[src/jtss_pkg.sv]
package jtss_pkg;

   // command codes carried in req_type
   localparam logic [2:0] CMD_RESET  = 3'd0;
   localparam logic [2:0] CMD_IR8    = 3'd1;
   localparam logic [2:0] CMD_DR16   = 3'd2;
   localparam logic [2:0] CMD_DR20   = 3'd3;
   localparam logic [2:0] CMD_STROBE = 3'd4;

   // microcode field codes
   localparam logic [1:0] TMS_0  = 2'd0;
   localparam logic [1:0] TMS_1  = 2'd1;
   localparam logic [1:0] TMS_CZ = 2'd2;   // high when the bit counter is spent

   localparam logic [1:0] TDI_TCLK = 2'd0;
   localparam logic [1:0] TDI_ONE  = 2'd1;
   localparam logic [1:0] TDI_DATA = 2'd2;

   localparam logic [1:0] LAST_NO  = 2'd0;
   localparam logic [1:0] LAST_YES = 2'd1;
   localparam logic [1:0] LAST_CZ  = 2'd2;

   localparam logic [1:0] TCLK_KEEP = 2'd0;
   localparam logic [1:0] TCLK_SET  = 2'd1;
   localparam logic [1:0] TCLK_CLR  = 2'd2;

   localparam logic [1:0] SEQ_NEXT    = 2'd0;
   localparam logic [1:0] SEQ_JNZ     = 2'd1;   // jump while counter non-zero, else fall through
   localparam logic [1:0] SEQ_JNZ_END = 2'd2;   // jump while counter non-zero, else finish
   localparam logic [1:0] SEQ_END     = 2'd3;

   localparam int UC_AW = 4;
   localparam logic [UC_AW-1:0] UC_RESET  = 4'd0;
   localparam logic [UC_AW-1:0] UC_IR     = 4'd3;
   localparam logic [UC_AW-1:0] UC_DR     = 4'd4;
   localparam logic [UC_AW-1:0] UC_DATA   = 4'd7;
   localparam logic [UC_AW-1:0] UC_STROBE = 4'd10;
   localparam logic [UC_AW-1:0] UC_LAST   = 4'd10;

   typedef struct packed {
      logic [2:0]  req_type;
      logic [19:0] shift_data;
      logic [19:0] tdo_response;
      logic [5:0]  strobe_count;
   } req_word_type;

   typedef struct packed {
      logic        tms_level;
      logic        tdi_level;
      logic        is_tck_pulse;
      logic [19:0] captured_word;
      logic        last_pulse;
   } rsp_word_type;

   // one control word per program step
   typedef struct packed {
      logic [1:0]       tms_sel;
      logic [1:0]       tdi_sel;
      logic             tck;
      logic [1:0]       last_sel;
      logic             word_en;
      logic             cnt_step;
      logic [1:0]       tclk_op;
      logic [1:0]       seq;
      logic [UC_AW-1:0] target;
   } ctrl_type;

   // datapath status seen by the sequencer
   typedef struct packed {
      logic cnt_zero;
      logic out_free;
   } stat_type;

   function automatic ctrl_type jtss_rom(input logic [UC_AW-1:0] addr);
      ctrl_type c;
      c = '{TMS_0, TDI_TCLK, 1'b1, LAST_NO, 1'b0, 1'b0, TCLK_KEEP, SEQ_END, UC_RESET};
      unique case (addr)
         // TAP reset: six TMS high, two TMS low, TDI high throughout
         4'd0:  c = '{TMS_1, TDI_ONE, 1'b1, LAST_NO, 1'b0, 1'b1, TCLK_KEEP, SEQ_JNZ, 4'd0};
         4'd1:  c = '{TMS_0, TDI_ONE, 1'b1, LAST_NO, 1'b0, 1'b0, TCLK_KEEP, SEQ_NEXT, 4'd0};
         4'd2:  c = '{TMS_0, TDI_ONE, 1'b1, LAST_YES, 1'b0, 1'b0, TCLK_SET, SEQ_END, 4'd0};
         // IR preamble has an extra TMS high pulse, then joins the DR path
         4'd3:  c = '{TMS_1, TDI_TCLK, 1'b1, LAST_NO, 1'b0, 1'b0, TCLK_KEEP, SEQ_NEXT, 4'd0};
         4'd4:  c = '{TMS_1, TDI_TCLK, 1'b1, LAST_NO, 1'b0, 1'b0, TCLK_KEEP, SEQ_NEXT, 4'd0};
         4'd5:  c = '{TMS_0, TDI_TCLK, 1'b1, LAST_NO, 1'b0, 1'b0, TCLK_KEEP, SEQ_NEXT, 4'd0};
         4'd6:  c = '{TMS_0, TDI_TCLK, 1'b1, LAST_NO, 1'b0, 1'b0, TCLK_KEEP, SEQ_NEXT, 4'd0};
         // data bits, MSB first, TMS high on the last
         4'd7:  c = '{TMS_CZ, TDI_DATA, 1'b1, LAST_NO, 1'b0, 1'b1, TCLK_KEEP, SEQ_JNZ, UC_DATA};
         // exit, update, back to idle
         4'd8:  c = '{TMS_1, TDI_TCLK, 1'b1, LAST_NO, 1'b0, 1'b0, TCLK_KEEP, SEQ_NEXT, 4'd0};
         4'd9:  c = '{TMS_0, TDI_TCLK, 1'b1, LAST_YES, 1'b1, 1'b0, TCLK_KEEP, SEQ_END, 4'd0};
         // TCLK strobes on TDI
         4'd10: c = '{TMS_0, TDI_ONE, 1'b0, LAST_CZ, 1'b0, 1'b1, TCLK_CLR, SEQ_JNZ_END,
                      UC_STROBE};
         default: c = '{TMS_0, TDI_TCLK, 1'b1, LAST_NO, 1'b0, 1'b0, TCLK_KEEP, SEQ_END,
                        UC_RESET};
      endcase
      return c;
   endfunction

endpackage

[src/jtag_tap_shift_sequencer_top.sv]
// The accepted command is registered in the sequencer, and each pulse word is then
// registered in the output register. Throughput: one pulse word per cycle while
// rsp_ready is high; the microcode step counter is the bottleneck, one step a pulse.
// Reset: synchronous, clears the sequencer, output valid and stored TCLK level.
module jtag_tap_shift_sequencer_top #(
   parameter int MAX_STROBES = 63
) (
   input  logic                   clock,
   input  logic                   reset,
   input  logic                   req_valid,
   output logic                   req_ready,
   input  jtss_pkg::req_word_type req_word,
   output logic                   rsp_valid,
   input  logic                   rsp_ready,
   output jtss_pkg::rsp_word_type rsp_word
);
   import jtss_pkg::*;

   ctrl_type ctrl;
   stat_type stat;
   logic     step;
   logic     busy;
   logic     accept;

   // one command at a time
   assign req_ready = !busy;
   assign accept    = req_valid && req_ready;

   jtss_sequencer u_seq (
      .clock    (clock),
      .reset    (reset),
      .accept   (accept),
      .req_word (req_word),
      .stat     (stat),
      .ctrl     (ctrl),
      .step     (step),
      .busy     (busy)
   );

   jtss_datapath #(
      .MAX_STROBES (MAX_STROBES)
   ) u_dp (
      .clock     (clock),
      .reset     (reset),
      .accept    (accept),
      .req_word  (req_word),
      .ctrl      (ctrl),
      .step      (step),
      .stat      (stat),
      .rsp_valid (rsp_valid),
      .rsp_ready (rsp_ready),
      .rsp_word  (rsp_word)
   );

endmodule

[src/jtss_sequencer.sv]
module jtss_sequencer (
   input  logic                   clock,
   input  logic                   reset,
   input  logic                   accept,
   input  jtss_pkg::req_word_type req_word,
   input  jtss_pkg::stat_type     stat,
   output jtss_pkg::ctrl_type     ctrl,
   output logic                   step,
   output logic                   busy
);
   import jtss_pkg::*;

   logic             busy_ff, busy_in;
   logic [UC_AW-1:0] pc_ff, pc_in;
   logic             launch;
   logic [UC_AW-1:0] entry;

   // entry point per command; unknown types and empty strobe bursts give nothing
   always_comb begin
      launch = 1'b1;
      entry  = UC_RESET;
      unique case (req_word.req_type) inside
         CMD_RESET:         entry = UC_RESET;
         CMD_IR8:           entry = UC_IR;
         CMD_DR16, CMD_DR20: entry = UC_DR;
         CMD_STROBE: begin
            entry  = UC_STROBE;
            launch = (req_word.strobe_count != 6'd0);
         end
         default:           launch = 1'b0;
      endcase
   end

   assign ctrl = jtss_rom(pc_ff);
   assign step = busy_ff & stat.out_free;
   assign busy = busy_ff;

   // step counter and jumps
   always_comb begin
      busy_in = busy_ff;
      pc_in   = pc_ff;
      if (accept && launch) begin
         busy_in = 1'b1;
         pc_in   = entry;
      end else if (step) begin
         unique case (ctrl.seq)
            SEQ_NEXT: pc_in = pc_ff + 1'b1;
            SEQ_JNZ:  pc_in = stat.cnt_zero ? pc_ff + 1'b1 : ctrl.target;
            SEQ_JNZ_END: begin
               if (stat.cnt_zero) busy_in = 1'b0;
               else pc_in = ctrl.target;
            end
            default:  busy_in = 1'b0;
         endcase
      end
   end

   always_ff @(posedge clock) begin
      if (reset) begin
         busy_ff <= 1'b0;
         pc_ff   <= UC_RESET;
      end else begin
         busy_ff <= busy_in;
         pc_ff   <= pc_in;
      end
   end

   a_pc_range: assert property (@(posedge clock) disable iff (reset)
      busy_ff |-> pc_ff <= UC_LAST)
      else $error("program counter beyond microcode");

   a_end_idle: assert property (@(posedge clock) disable iff (reset)
      step && ctrl.seq == SEQ_END |=> !busy_ff)
      else $error("sequencer still busy after end step");

endmodule

[src/jtss_datapath.sv]
module jtss_datapath #(
   parameter int MAX_STROBES = 63
) (
   input  logic                   clock,
   input  logic                   reset,
   input  logic                   accept,
   input  jtss_pkg::req_word_type req_word,
   input  jtss_pkg::ctrl_type     ctrl,
   input  logic                   step,
   output jtss_pkg::stat_type     stat,
   output logic                   rsp_valid,
   input  logic                   rsp_ready,
   output jtss_pkg::rsp_word_type rsp_word
);
   import jtss_pkg::*;

   logic [5:0]   cnt_ff, cnt_in;
   logic [19:0]  sr_ff, sr_in;
   logic [19:0]  cap_ff, cap_in;
   logic         tclk_ff, tclk_in;
   logic         rsp_valid_ff, rsp_valid_in;
   rsp_word_type rsp_word_ff, rsp_word_in;
   logic [5:0]   n_strobe;
   logic         cnt_zero;

   assign n_strobe = (req_word.strobe_count > 6'(MAX_STROBES)) ? 6'(MAX_STROBES)
                                                               : req_word.strobe_count;
   assign cnt_zero = (cnt_ff == 6'd0);

   // load counter, MSB-aligned data and capture word on accept; step while running
   always_comb begin
      cnt_in = cnt_ff;
      sr_in  = sr_ff;
      cap_in = cap_ff;
      if (accept) begin
         unique case (req_word.req_type)
            CMD_IR8: begin
               cnt_in = 6'd7;
               sr_in  = {req_word.shift_data[7:0], 12'd0};
               cap_in = {12'd0, req_word.tdo_response[7:0]};
            end
            CMD_DR16: begin
               cnt_in = 6'd15;
               sr_in  = {req_word.shift_data[15:0], 4'd0};
               cap_in = {4'd0, req_word.tdo_response[15:0]};
            end
            CMD_DR20: begin
               cnt_in = 6'd19;
               sr_in  = req_word.shift_data;
               cap_in = {req_word.tdo_response[3:0], req_word.tdo_response[19:4]};
            end
            CMD_STROBE: cnt_in = n_strobe - 6'd1;
            default:    cnt_in = 6'd5;   // TAP reset: six TMS high pulses
         endcase
      end else if (step && ctrl.cnt_step) begin
         cnt_in = cnt_ff - 6'd1;
         sr_in  = {sr_ff[18:0], 1'b0};
      end
   end

   // stored TCLK level
   always_comb begin
      tclk_in = tclk_ff;
      if (step) begin
         case (ctrl.tclk_op)
            TCLK_SET: tclk_in = 1'b1;
            TCLK_CLR: tclk_in = 1'b0;
            default:  tclk_in = tclk_ff;
         endcase
      end
   end

   // pulse word build
   always_comb begin
      rsp_word_in = rsp_word_ff;
      if (step) begin
         case (ctrl.tms_sel)
            TMS_1:   rsp_word_in.tms_level = 1'b1;
            TMS_CZ:  rsp_word_in.tms_level = cnt_zero;
            default: rsp_word_in.tms_level = 1'b0;
         endcase
         case (ctrl.tdi_sel)
            TDI_ONE:  rsp_word_in.tdi_level = 1'b1;
            TDI_DATA: rsp_word_in.tdi_level = sr_ff[19];
            default:  rsp_word_in.tdi_level = tclk_ff;
         endcase
         case (ctrl.last_sel)
            LAST_YES: rsp_word_in.last_pulse = 1'b1;
            LAST_CZ:  rsp_word_in.last_pulse = cnt_zero;
            default:  rsp_word_in.last_pulse = 1'b0;
         endcase
         rsp_word_in.is_tck_pulse  = ctrl.tck;
         rsp_word_in.captured_word = ctrl.word_en ? cap_ff : 20'd0;
      end
   end

   // output register
   always_comb begin
      rsp_valid_in = rsp_valid_ff;
      if (step) rsp_valid_in = 1'b1;
      else if (rsp_ready) rsp_valid_in = 1'b0;
   end

   always_ff @(posedge clock) begin
      if (reset) begin
         tclk_ff      <= 1'b0;
         rsp_valid_ff <= 1'b0;
      end else begin
         tclk_ff      <= tclk_in;
         rsp_valid_ff <= rsp_valid_in;
      end
   end

   always_ff @(posedge clock) begin
      cnt_ff      <= cnt_in;
      sr_ff       <= sr_in;
      cap_ff      <= cap_in;
      rsp_word_ff <= rsp_word_in;
   end

   assign stat.cnt_zero = cnt_zero;
   assign stat.out_free = !rsp_valid_ff || rsp_ready;
   assign rsp_valid     = rsp_valid_ff;
   assign rsp_word      = rsp_word_ff;

   a_word_on_last: assert property (@(posedge clock) disable iff (reset)
      rsp_valid_ff && !rsp_word_ff.last_pulse |-> rsp_word_ff.captured_word == 20'd0)
      else $error("capture word shown before the final pulse");

   a_strobe_low: assert property (@(posedge clock) disable iff (reset)
      step && ctrl.tclk_op == TCLK_CLR |=> !tclk_ff)
      else $error("TCLK level not low after strobe");

endmodule

[config.mk]
export PLATFORM = sky130hd
export DESIGN_NAME = jtag_tap_shift_sequencer_top
export DESIGN_NICKNAME = d
export VERILOG_FILES = /design/src/jtss_pkg.sv /design/src/jtag_tap_shift_sequencer_top.sv /design/src/jtss_sequencer.sv /design/src/jtss_datapath.sv
export SDC_FILE = /design/constraint.sdc
export NUM_CORES = 1
export LEC_CHECK = 0
export ABC_CLOCK_PERIOD_IN_PS = 5200
export BUFFER_PORTS_ARGS = -buffer_cell sky130_fd_sc_hd__clkbuf_2
export CELL_PAD_IN_SITES_DETAIL_PLACEMENT = 1
export CELL_PAD_IN_SITES_GLOBAL_PLACEMENT = 2
export CORE_MARGIN = 1.5
export CORE_UTILIZATION = 25
export CTS_BUF_LIST = sky130_fd_sc_hd__clkbuf_8 sky130_fd_sc_hd__clkbuf_16
export DETAILED_ROUTE_END_ITERATION = 6
export PLACE_DENSITY_LB_ADDON = 0.1
export REMOVE_ABC_BUFFERS = 1
export SETUP_SLACK_MARGIN = 0.02
export SYNTH_ARGS = -nofsm -noshare
export SYNTH_HDL_FRONTEND = slang
export SYNTH_SLANG_ARGS = --single-unit
[constraint.sdc]
create_clock -name clock -period 5.2 [get_ports clock]
set_clock_uncertainty 0.1 [all_clocks]
set_input_delay 1.3 -clock clock [delete_from_list [all_inputs] [get_ports clock]]
set_output_delay 1.3 -clock clock [all_outputs]
set_load 0.02 [all_outputs]
==> Yosys cells after proc, flatten, opt, wreduce, memory -nomap -nowiden <==
Memories as Yosys holds them, arrays and structs flattened. A register that Yosys moved wholly into a read port is not among the register bits.
Cells that the tools add are included.
{ "word_totals": {"wordCells": 87, "regBits": 77, "in_bits": 53, "mem_bits_ro": 272, "n_memories": 1, "out_inout_bits": 26} }
{ "op_classes": {"add_sub_neg": 3, "order_cmp": 1, "bitwise_logic": 1, "mux": 27, "reduce_logical": 24, "eq_ne": 18} }
{ "mem_list": {"columns": ["name", "words", "word_bits", "rd", "rd_clocked_by_memory_dff", "wr", "line_no", "rtl"], "rows": [
  ["(name not given)", 16, 17, 1, 1, 0, "jtss_pkg.sv:77", "unique case (addr)"]
]} }
{ "op_table": {"columns": ["cell", "n"], "rows": [
  ["20-bit one-hot mux with 3 select lines", 2],
  ["20-bit two-way mux", 2],
  ["4-bit two-way mux", 6],
  ["4-bit one-hot mux with 3 select lines", 2],
  ["6-bit one-hot mux with 4 select lines", 1],
  ["6-bit two-way mux", 3],
  ["1-bit one-hot mux with 2 select lines", 6],
  ["6-bit by 1-bit subtractor with 6-bit output (second input constant)", 2],
  ["2-bit by 1-bit == test with 1-bit output (second input constant)", 5],
  ["2-bit == test (second input constant)", 5],
  ["2-bit nonzero test", 4],
  ["3-bit by 2-bit == test with 1-bit output (second input constant)", 2],
  ["6-bit greater-than comparator (second input constant)", 1],
  ["6-bit logical NOT", 1],
  ["2-bit AND reduction", 3],
  ["3-bit AND reduction", 2],
  ["6-bit nonzero test", 1],
  ["1-bit two-way mux", 5],
  ["4-bit by 1-bit adder with 4-bit output (second input constant)", 1],
  ["4-bit by 1-bit inequality test with 1-bit output (second input constant)", 1],
  ["4-bit nonzero test", 1],
  ["2-bit OR reduction", 2],
  ["4-bit OR reduction", 1],
  ["3-bit by 1-bit == test with 1-bit output (second input constant)", 1],
  ["other kinds (11)", 14]
]} }

==> Depth between registers and ports, before layout <==
Gate-level depths: netlist (run 1).
{ "logic_depth": {"ltp_word": 8, "ltp_mapped": 12, "depth_no_buf": 11} }

==> Modules after synthesis <==
Synthesis (run 1) repeated with hierarchy kept, for this count alone.
{ "hier_totals": {"hier_cells": 411, "hier_area_um2": 4639.4} }
{ "modules_own_cells": {"columns": ["module", "cells_per_inst", "n_inst", "seq_area_each_um2", "area_each_um2"], "rows": [
  ["jtss_datapath", 286, 1, 2142.1, 3527.1],
  ["jtss_sequencer", 123, 1, 340.3, 1102.3],
  ["jtag_tap_shift_sequencer_top", 2, 1, 0.0, 10.0]
]} }

==> Worst setup path after synthesis (run 1) <==
Ideal clock, no wire load.
{ "synth_path": {"path_type": "input to register", "from": "in req_word[46] in the netlist's numbering", "to": "reg u_dp.sr_ff[0] (enable)", "cell_stages": 5, "arrival_ps": 3416, "t_required_ps": 4720, "path_buffers": 2, "slack_ps": 1304, "setup_time_ps": 380, "cell_sequence": "clkbuf_1 nor4b_1 nand2b_1 clkbuf_1 nand2b_1"} }
{ "synth_between": {"elab_chain_len": 3, "elab_cells_between_ends": 5, "cone_classes": "4 x eq/ne; 1 x reduce/logical"} }
{ "synth_lines": {"columns": ["item", "line_no", "rtl"], "rows": [
  ["start, declared", "jtag_tap_shift_sequencer_top.sv:12", "input jtss_pkg::req_word_type req_word,"],
  ["3-bit by 1-bit == test with 1-bit output or 3-bit by 2-bit == test with 1-bit output (tied branches)", "jtss_datapath.sv:36", "unique case (req_word.req_type)"],
  ["4-bit by 1-bit inequality test with 1-bit output (no source line) (*)", null, null],
  ["2-bit AND reduction (no source line) (*)", null, null],
  ["end signal, assigned", "jtss_datapath.sv:116", "sr_ff <= sr_in;"],
  ["end, declared", "jtss_datapath.sv:18", "logic [19:0] sr_ff, sr_in;"]
]} }
Every way passes the cells marked *; elsewhere a longest branch is shown, timed or not.
A chain may end at the register's enable or synchronous reset.

==> Worst setup path in the final report (run 1) <==
{ "layout_path": {"from": "in req_word[0] in the netlist's numbering", "to": "reg u_seq.ctrl[15] (netlist name)"} }
{ "layout_between": {"elab_chain_len": 7, "elab_cells_between_ends": 10, "cone_classes": "1 x eq/ne; 4 x mux; 5 x reduce/logical"} }
{ "layout_lines": {"columns": ["item", "line_no", "rtl"], "rows": [
  ["6-bit nonzero test (*)", "jtss_sequencer.sv:28", "launch = (req_word.strobe_count != 6'd0);"],
  ["1-bit one-hot mux with 2 select lines (*)", "jtss_sequencer.sv:22", "unique case (req_word.req_type) inside"],
  ["1-bit logical AND (*)", "jtss_sequencer.sv:42", "if (accept && launch) begin"],
  ["3-bit inequality test (no source line), or another cell as far along", null, null],
  ["3-bit AND reduction (no source line)", null, null],
  ["4-bit two-way mux (no source line) (*) (2 in a row)", null, null]
]} }
Marked as above.

==> results.cfg, run 1 <==
[run_status]
status = complete, no violations

[synth]
synth.avg_cell_area_sq_um = 11.2
postSynth.topFlopCell = edfxtp_1
synth_edf_count = 70
yosys_warnings = 0
synthesis.instances = 406
synth_sequential_area_ratio = 0.547
synth.cell_area_sq_um = 4540
postSynthRegisterBits = 89
synth.lib_cells_used.distinct = 61
synth-async-reset-ratio = 0

[finish]
num_antenna_cells = 0
most_frequent_cells_in_the_layout = clkbuf_2, edfxtp_1, nand2_1
final_layout_size_suffix_gt1_frac = 0.254
synthToLayoutAreaGrowth_pct = 20.5
layout_commonest_cell = clkbuf_2
finish.net_count = 548
utilization = 0.306

[clocking]
clk-insertion-delay-late_ps = 350
number_of_buffers_inserted_by_post_cts_setup_repair = 0
cts-resized-gates = 0
clk_root_buffer_cell = clkbuf_16
cts_buffers = 9
clock_path_buffers = 2
cts_htree_levels = 3
cts.hold.buffers_added = 0
cts.sink_count = 89
cts.clk_slew.worst_paths_ps = 70
cts_tree = done

[die]
top_level_ports = 79
die_y_um = 138
core_region_area_sq_um = 17900
die_area_sq_um = 19000
initial_core_util = 0.254
fp-row-count = 49
chip_width_um = 138

[hold_path]
hold_path_depth = 0
hp-start = u_seq.ctrl[12]
worstHoldPathType = reg -> reg
worst_hold_path.endpoint = u_dp.rsp_word[21]

[timing]
slew_headroom = 0.317
report.final.setup_viol = 0
max_freq_mhz = 288
setup-tns-final_ps = 0
grt_setup_unrepaired = false
final_min_period_over_clock_period = 0.668
period_minus_slack_ps = 3470
worst-slew-pin-transition_ps = 1020
finalHoldViolations = 0
drv_slew = 0

[critical_path]
cp_data_arrival_time_ps = 3620
r2r_cells = 10
crit_required_ps = 5340
worst_setup_path_end_kind = register
worst_reg2reg_endpoint = u_seq.ctrl[15]
timing.reg2reg.setup_slack_ps = 2180
critPathMaxFanout = 7
setup.worst_path.class = in -> reg
worst_r2r_startpoint = u_dp.cnt_ff[0]
startpoint_type = primary input

[global_routing]
first_global_vias = 3283
pin_count_of_the_biggest_net_entering_global_routing = 39
grt_antenna_before_repair = 0
grtUsageTotal = 0.131
grt_overflow_total = 0
grt_first_pass_wirelength_um = 18500

[drt]
drt_pass1_iterations = 4
finalWirelength_um = 11600
routed_via_density = 4.59
route.detailed.drc = 0
drt_iter0_drc = 129
antenna_left = 0
vias = 3277
wl_per_cell_um = 16.3

[power_and_ir_drop]
power-per-cell-area_nw_per_um2 = 334
power.ir.vdd_worst_mv = 0.165
power.leakage_nw = 2.19

[run]
maxCapViolations = 0

[placement]
port-buffer-count = 78
hpwl_um = 8590
gp_congestion = 0.759
[Yosys cell counts, types with 5 or more instances]
cell type | instances | area [sq um]
and3_1 | 5 | 31.3
and2_1 | 21 | 131
ha_1 | 15 | 188
o21ai_0 | 27 | 135
clkbuf_1 | 15 | 56.3
nand2_1 | 37 | 139
edfxtp_1 | 70 | 2100
xnor2_1 | 6 | 52.6
a21oi_1 | 19 | 95.1
xor2_1 | 5 | 43.8
nor2_1 | 33 | 124
o211ai_1 | 7 | 52.6
mux2i_1 | 24 | 240
inv_1 | 20 | 75.1
dfxtp_1 | 19 | 380
mux2_2 | 8 | 90.1
nand2b_1 | 8 | 50.1
[worst max path at each step]
stage / startpoint / endpoint / depth (start not counted) / slack, ps
2_1_floorplan: req_valid / u_dp.sr_ff[0] / 4 / 1110
3_3_place_gp: req_word[0] / u_seq.ctrl[15] / 11 / 1450
3_5_place_dp: req_word[0] / u_seq.ctrl[15] / 11 / 1360
4_1_cts: req_word[0] / u_seq.ctrl[15] / 11 / 1730
5_1_grt: req_word[0] / u_seq.ctrl[15] / 11 / 1520
6_report: req_word[0] / u_seq.ctrl[15] / 11 / 1730
[stage by stage]
step / power [mW] / instance area, sq um / std cells / hold slack, ps / setup slack, ps
after global placement: 1.20 / 5170 / 698 / 290 / 1450
after global routing: 1.93 / 5470 / 714 / 313 / 1520
after CTS: 1.86 / 5470 / 714 / 308 / 1730
final: 1.83 / 5470 / 714 / 306 / 1730
after detailed placement: 1.20 / 5170 / 698 / 294 / 1360
after floorplan: 1.08 / 4450 / 385 / 286 / 1110
[logic make-up after synthesis]
family          Yosys count  synth area share
xor+xnor                 11            0.0212
simple gates            133             0.152
compound gates           85             0.130
fa+ha+maj                15            0.0413
flops                    89             0.547
buf+inv                  41            0.0356
mux                      32            0.0728
[routing by layer]
layer | part of all wire | global-route usage | routed length (um)
met3 | 0.037 | 0.0254 | 428
met4 | 0.014 | 0.0486 | 168
met1 | 0.46 | 0.175 | 5400
met5 | 0 | 0 | 0
met2 | 0.48 | 0.211 | 5640
[power breakdown]
part / switching (mW) / internal, mW / total (mW) / leakage (nW)
Sequential: 0.0291 / 0.843 / 0.872 / 0.805
Clock: 0.312 / 0.337 / 0.649 / 0.141
Combinational: 0.191 / 0.116 / 0.307 / 1.24
[worst max-delay path, stage by stage]
cell	delay, ps
clkbuf_2	90
inv_1	70
ha_1	180
or3b_4	410
o211ai_2	340
a21boi_2	350
a221oi_2	160
nor2_1	180
inv_1	70
ha_1	210
a32o_1	250
[sequential cells by signal, indices dropped and copies added, names as in the netlist]
name            count
u_dp.rsp_word      24
u_seq.pc_ff         4
u_seq.busy          1
u_seq.ctrl         12
u_dp.cnt_ff         6
u_dp.cap_ff        20
u_dp.tclk_ff        1
u_dp.sr_ff         20
u_dp.rsp_valid      1
[cell type report]
type	instances	area, sq um
Inverter	20	75.1
Multi-Input combinational cell	276	1900
Sequential cell	89	2480
Clock buffer	9	225
Fill cell	2048	12400
Tap cell	229	287
Timing Repair Buffer	84	435
Clock inverter	7	70.1
Note: power is estimated with default switching activity, not from simulation.
==> run 2, diff against run 1 <==
--- a/config.mk
+++ b/config.mk
@@ -5,7 +5,7 @@
 export SDC_FILE = /design/constraint.sdc
 export NUM_CORES = 1
 export LEC_CHECK = 0
-export ABC_CLOCK_PERIOD_IN_PS = 5200
+export ABC_CLOCK_PERIOD_IN_PS = 2900
 export BUFFER_PORTS_ARGS = -buffer_cell sky130_fd_sc_hd__clkbuf_2
 export CELL_PAD_IN_SITES_DETAIL_PLACEMENT = 1
 export CELL_PAD_IN_SITES_GLOBAL_PLACEMENT = 2
==> constraint.sdc (replaced) <==
create_clock -name clock -period 2.9 [get_ports clock]
set_clock_uncertainty 0.1 [all_clocks]
set_input_delay 0.725 -clock clock [delete_from_list [all_inputs] [get_ports clock]]
set_output_delay 0.725 -clock clock [all_outputs]
set_load 0.02 [all_outputs]
==> run 2 against run 1 <==
Compared with the run above: first-iteration DRC count up 12%; die area is the same; setup slack worse by 1600 ps; via count rose by 4.4%; final cell count is 3.5% higher; sequential cell count is the same; power up 83%; worst hold slack improved by 24 ps; final area rose by 4.1%; critical endpoint unchanged.
==> results.cfg, run 2 (synthesis results as in run 1) <==
[critical_path]
critical_path.cell_chain = inv_1 -> ha_1 -> nor3b_2 -> buf_4 -> a31oi_1 -> o211a_1 -> o41a_1 -> xnor2_1 -> a32o_1
startpoint_type = register
worst_setup_path_end_kind = register
path_buf_inv = 2
critPathMaxFanout = 5
worst_reg2reg_endpoint = u_seq.ctrl[15]
timing.reg2reg.setup_slack_ps = 170
setup.worst_path.class = reg -> reg
r2r_cells = 9
crit_required_ps = 3040
worst_r2r_startpoint = u_dp.cnt_ff[1]
slowest_stage_cell_on_the_critical_path = o41a_1
critical-path-top-delay-family = compound AO/OA/AOI/OAI gates
critical_path.max_stage_delay_ps = 500
cp_data_arrival_time_ps = 2870

[clocking]
clock_path_buffers = 2
cts.sink_count = 89
cts.hold.buffers_added = 0
cts.clk_slew.worst_paths_ps = 70
cts_buffers = 9
cts_htree_levels = 3
cts_tree = done
clk_root_buffer_cell = clkbuf_16
clk-insertion-delay-late_ps = 360
number_of_buffers_inserted_by_post_cts_setup_repair = 0

[finish]
multi_input_area_sq_um = 1920
synthToLayoutAreaGrowth_pct = 25.4
finish.net_count = 573
final_layout_size_suffix_gt1_frac = 0.294
largest_reg_flops = 24
most_frequent_cells_in_the_layout = clkbuf_2, edfxtp_1, nand2_1
utilization = 0.318
num_antenna_cells = 0
layout_commonest_cell = clkbuf_2
fillers = 2014
seq_area_sq_um = 2480

[timing]
slew_headroom = 0.475
finalHoldWorstSlack_ps = 330
worst-slew-pin-transition_ps = 788
max_freq_mhz = 366
report.final.setup_viol = 0
finalHoldViolations = 0
setup-tns-final_ps = 0
final_min_period_over_clock_period = 0.942
drv_slew = 0
grt_setup_unrepaired = false
period_minus_slack_ps = 2730

[die]
fp-row-count = 49
initial_core_util = 0.254
die_area_sq_um = 19000
core_region_area_sq_um = 17900
die_y_um = 138
chip_width_um = 138
top_level_ports = 79

[power_and_ir_drop]
pwr-share-comb = 0.182
power.ir.vdd_worst_mv = 0.323
power.leakage_nw = 2.31
final_power_mw = 3.35
switching_fraction = 0.293
power.net_switching_mw = 0.983
power-per-cell-area_nw_per_um2 = 589
power.sequential.fraction = 0.467
p_clk_frac = 0.351
cell_internal_pwr_mw = 2.37

[hold_path]
worstHoldPathType = reg -> reg
hp-start = u_seq.ctrl[12]
hold_path_depth = 0
worst_hold_path.endpoint = u_dp.rsp_word[21]

[placement]
port-buffer-count = 78
gp_congestion = 0.784
hpwl_um = 9030

[global_routing]
grt_first_pass_wirelength_um = 18800
grt_antenna_before_repair = 0
pin_count_of_the_biggest_net_entering_global_routing = 31
first_global_vias = 3412
grt_overflow_total = 0
grtUsageTotal = 0.135

[drt]
wl_per_cell_um = 16.4
route.detailed.drc = 0
drt_iter0_drc = 144
routed_via_density = 4.63
vias = 3422
drt_pass1_iterations = 4
antenna_left = 0
finalWirelength_um = 12100

[run_status]
status = complete, no violations

[run]
maxCapViolations = 0
run 2: cell count changes in the layout (fill, tap and decap cells not counted), sizes merged:
| cell | before | now |
|---|---|---|
| clkinv | 3 | 1 |
| inv | 23 | 25 |
| buf | 6 | 31 |
run 2: layout make-up:
| class | instances | share of cell area |
|---|---|---|
| tap | 229 | 0.0503 |
| clock inverter | 7 | 0.0123 |
| inverter | 20 | 0.0132 |
| multi-input combinational | 276 | 0.337 |
| timing repair buffer | 109 | 0.112 |
| sequential | 89 | 0.436 |
| clock buffer | 9 | 0.0396 |
run 2: how the worst max path moves through the flow:
stage,from,end,cells after the start
after global routing,u_dp.cnt_ff[1],u_seq.ctrl[15],8
after CTS,u_dp.cnt_ff[1],u_seq.ctrl[15],10
after detailed placement,req_word[0],u_seq.ctrl[15],11
after floorplan,req_valid,u_dp.sr_ff[0],4
final,u_dp.cnt_ff[1],u_seq.ctrl[15],9
after global placement,req_word[0],u_seq.ctrl[15],11
run 2: per-stage QoR:
step	std cells	cell area [sq um]	setup WS [ps]
5_1_grt	739	5690	23.5
2_1_floorplan	385	4450	-618
3_5_place_dp	723	5380	-139
4_1_cts	739	5680	101
6_report	739	5690	168
3_3_place_gp	723	5380	-58.5
run 2: power groups by stage:
stage,logic (mW),clock network [mW],registers [mW]
floorplan,0.320,0,1.61
global placement,0.600,0,1.59
detailed placement,0.609,0,1.60
CTS,0.613,1.22,1.57
global route,0.680,1.26,1.58
finish,0.609,1.18,1.57
run 2: routing by layer:
| metal | part of all wire | track usage |
|---|---|---|
| met1 | 0.44 | 0.165 |
| met3 | 0.037 | 0.0324 |
| met5 | 0 | 0 |
| met4 | 0.015 | 0.0440 |
| met2 | 0.51 | 0.233 |
run 2: repair_timing:
item,4_1_cts,5_1_grt
gates resized for setup,1,2
hold endpoints to repair,0,0
setup endpoints to repair,1,2
==> run 3, diff against run 2 <==
--- a/config.mk
+++ b/config.mk
@@ -5,9 +5,8 @@
 export SDC_FILE = /design/constraint.sdc
 export NUM_CORES = 1
 export LEC_CHECK = 0
-export ABC_CLOCK_PERIOD_IN_PS = 2900
 export BUFFER_PORTS_ARGS = -buffer_cell sky130_fd_sc_hd__clkbuf_2
-export CELL_PAD_IN_SITES_DETAIL_PLACEMENT = 1
+export CELL_PAD_IN_SITES_DETAIL_PLACEMENT = 0
 export CELL_PAD_IN_SITES_GLOBAL_PLACEMENT = 2
 export CORE_MARGIN = 1.5
 export CORE_UTILIZATION = 25
==> run 3 against run 2 <==
Compared with the run above: sequential share of layout area shrank 0.12 points; maximum frequency grew 0.33%; utilization grew 0.091 points; sequential cell count is the same; die area is the same; global-route usage shrank 0.87 points; critical path type unchanged; critical endpoint unchanged.
==> results.cfg, run 3 (synthesis results as in run 1) <==
[die]
core_region_area_sq_um = 17900
die_y_um = 138
die_area_sq_um = 19000
fp-row-count = 49
top_level_ports = 79
chip_width_um = 138
initial_core_util = 0.254

[timing]
max_freq_mhz = 367
fin_ws_ps = 177
finalHoldViolations = 0
report.final.setup_viol = 0
grt_setup_unrepaired = false
period_minus_slack_ps = 2720
drv_slew = 0
final_min_period_over_clock_period = 0.939
slew_headroom = 0.422
setup-tns-final_ps = 0
worst-slew-pin-transition_ps = 868

[drt]
vias = 3323
drt_iter0_drc = 141
detailroute.wirelength.met3_um = 517
antenna_left = 0
route.detailed.drc = 0
finalWirelength_um = 11500
wl_met1_um = 5120
drt_pass1_iterations = 4
routed-wl-met2_um = 5760
wl_per_cell_um = 15.6
routed_via_density = 4.50
top_layer_used = met4

[global_routing]
first_global_vias = 3225
grt_antenna_before_repair = 0
grt_first_pass_wirelength_um = 17600
pin_count_of_the_biggest_net_entering_global_routing = 31
grt_overflow_total = 0
grtUsageTotal = 0.126

[hold_path]
worst_hold_path.endpoint = u_dp.rsp_word[21]
hp-start = u_seq.ctrl[12]
worstHoldPathType = reg -> reg
hold_path_depth = 0

[finish]
seq_area_sq_um = 2480
layout_commonest_cell = clkbuf_2
num_antenna_cells = 0
finish.net_count = 573
synthToLayoutAreaGrowth_pct = 25.8
fillers = 1885
final_layout_size_suffix_gt1_frac = 0.296
utilization = 0.319
multi_input_area_sq_um = 1930
most_frequent_cells_in_the_layout = clkbuf_2, edfxtp_1, nand2_1
fin_cells = 739
largest_reg_flops = 24

[placement]
place_inst = 723
hpwl_um = 8510
dp_worst_setup_slack_ps = -122
gp_congestion = 0.784
port-buffer-count = 78

[clocking]
clk-insertion-delay-late_ps = 350
cts_tree = done
clk_root_buffer_cell = clkbuf_16
cts_htree_levels = 3
cts.sink_count = 89
clock_path_buffers = 2
cts_buffers = 9
cts.hold.buffers_added = 0
number_of_buffers_inserted_by_post_cts_setup_repair = 0
cts.clk_slew.worst_paths_ps = 70

[power_and_ir_drop]
switching_fraction = 0.291
power.leakage_nw = 2.32
pwr-share-comb = 0.182
p_clk_frac = 0.352
cell_internal_pwr_mw = 2.37
power.ir.vdd_worst_mv = 0.291
power-per-cell-area_nw_per_um2 = 586
power.sequential.fraction = 0.467
power.net_switching_mw = 0.975

[run]
maxCapViolations = 0

[critical_path]
timing.reg2reg.setup_slack_ps = 180
worst_r2r_startpoint = u_dp.cnt_ff[0]
critPathMaxFanout = 4
startpoint_type = register
worst_setup_path_end_kind = register
setup.worst_path.class = reg -> reg
cp_data_arrival_time_ps = 2870
worst_reg2reg_endpoint = u_seq.ctrl[15]
crit_required_ps = 3040
r2r_cells = 10

[run_status]
status = complete, no violations
==> run 3: final cells by class <==
class / count / share of cell area
clock buffers: 9 / 0.0394
clock inverters: 7 / 0.0129
inverters: 20 / 0.0131
multi-input cells: 276 / 0.338
flip-flops and latches: 89 / 0.435
well taps: 229 / 0.0502
repair buffers: 109 / 0.111
==> run 3: critical path, cell delays in order (launching register included) <==
cell,delay (ps)
edfxtp_1,390
inv_1,120
ha_4,170
or3b_4,410
o311a_4,420
nor3_4,220
a221oi_2,110
nor2_1,170
inv_1,60
ha_1,200
a32o_1,250
==> run 3: how the worst max path moves through the flow <==
stage	startpoint	to	cells past startpoint
after floorplan	req_valid	u_dp.sr_ff[0]	4
after global placement	req_word[0]	u_seq.ctrl[15]	11
after detailed placement	req_word[0]	u_seq.ctrl[15]	11
after CTS	u_dp.cnt_ff[0]	u_seq.ctrl[15]	10
after global routing	u_dp.cnt_ff[0]	u_seq.ctrl[15]	10
final	u_dp.cnt_ff[0]	u_seq.ctrl[15]	10
==> run 3: per-layer routing <==
metal / up-vias / track usage
met1: 1571 / 0.157
li1: 1679 / -
met2: 64 / 0.214
met4: 0 / 0.0365
met3: 9 / 0.0338
met5: - / 0
==> run 3: power groups by stage <==
stage                     combinational (mW)  clock (mW)  sequential (mW)
after floorplan                        0.320           0             1.61
after global placement                 0.600           0             1.59
after detailed placement               0.600           0             1.59
after CTS                              0.604        1.23             1.56
after global routing                   0.677        1.27             1.58
final                                  0.608        1.18             1.56
==> run 3: timing repair <==
action | in CTS | in global routing
endpoints found under the setup margin | 1 | 2
hold endpoints to repair | 0 | 0
gates resized for setup | 1 | 4
pin swaps | 0 | 2
==> run 3: through the flow <==
step                total power [mW]  instance area, sq um  hold slack, ps
floorplan                       1.93                  4450             286
global placement                2.19                  5380             315
detailed placement              2.19                  5380             310
CTS                             3.39                  5680             327
global route                    3.53                  5710             338
finish                          3.35                  5710             327
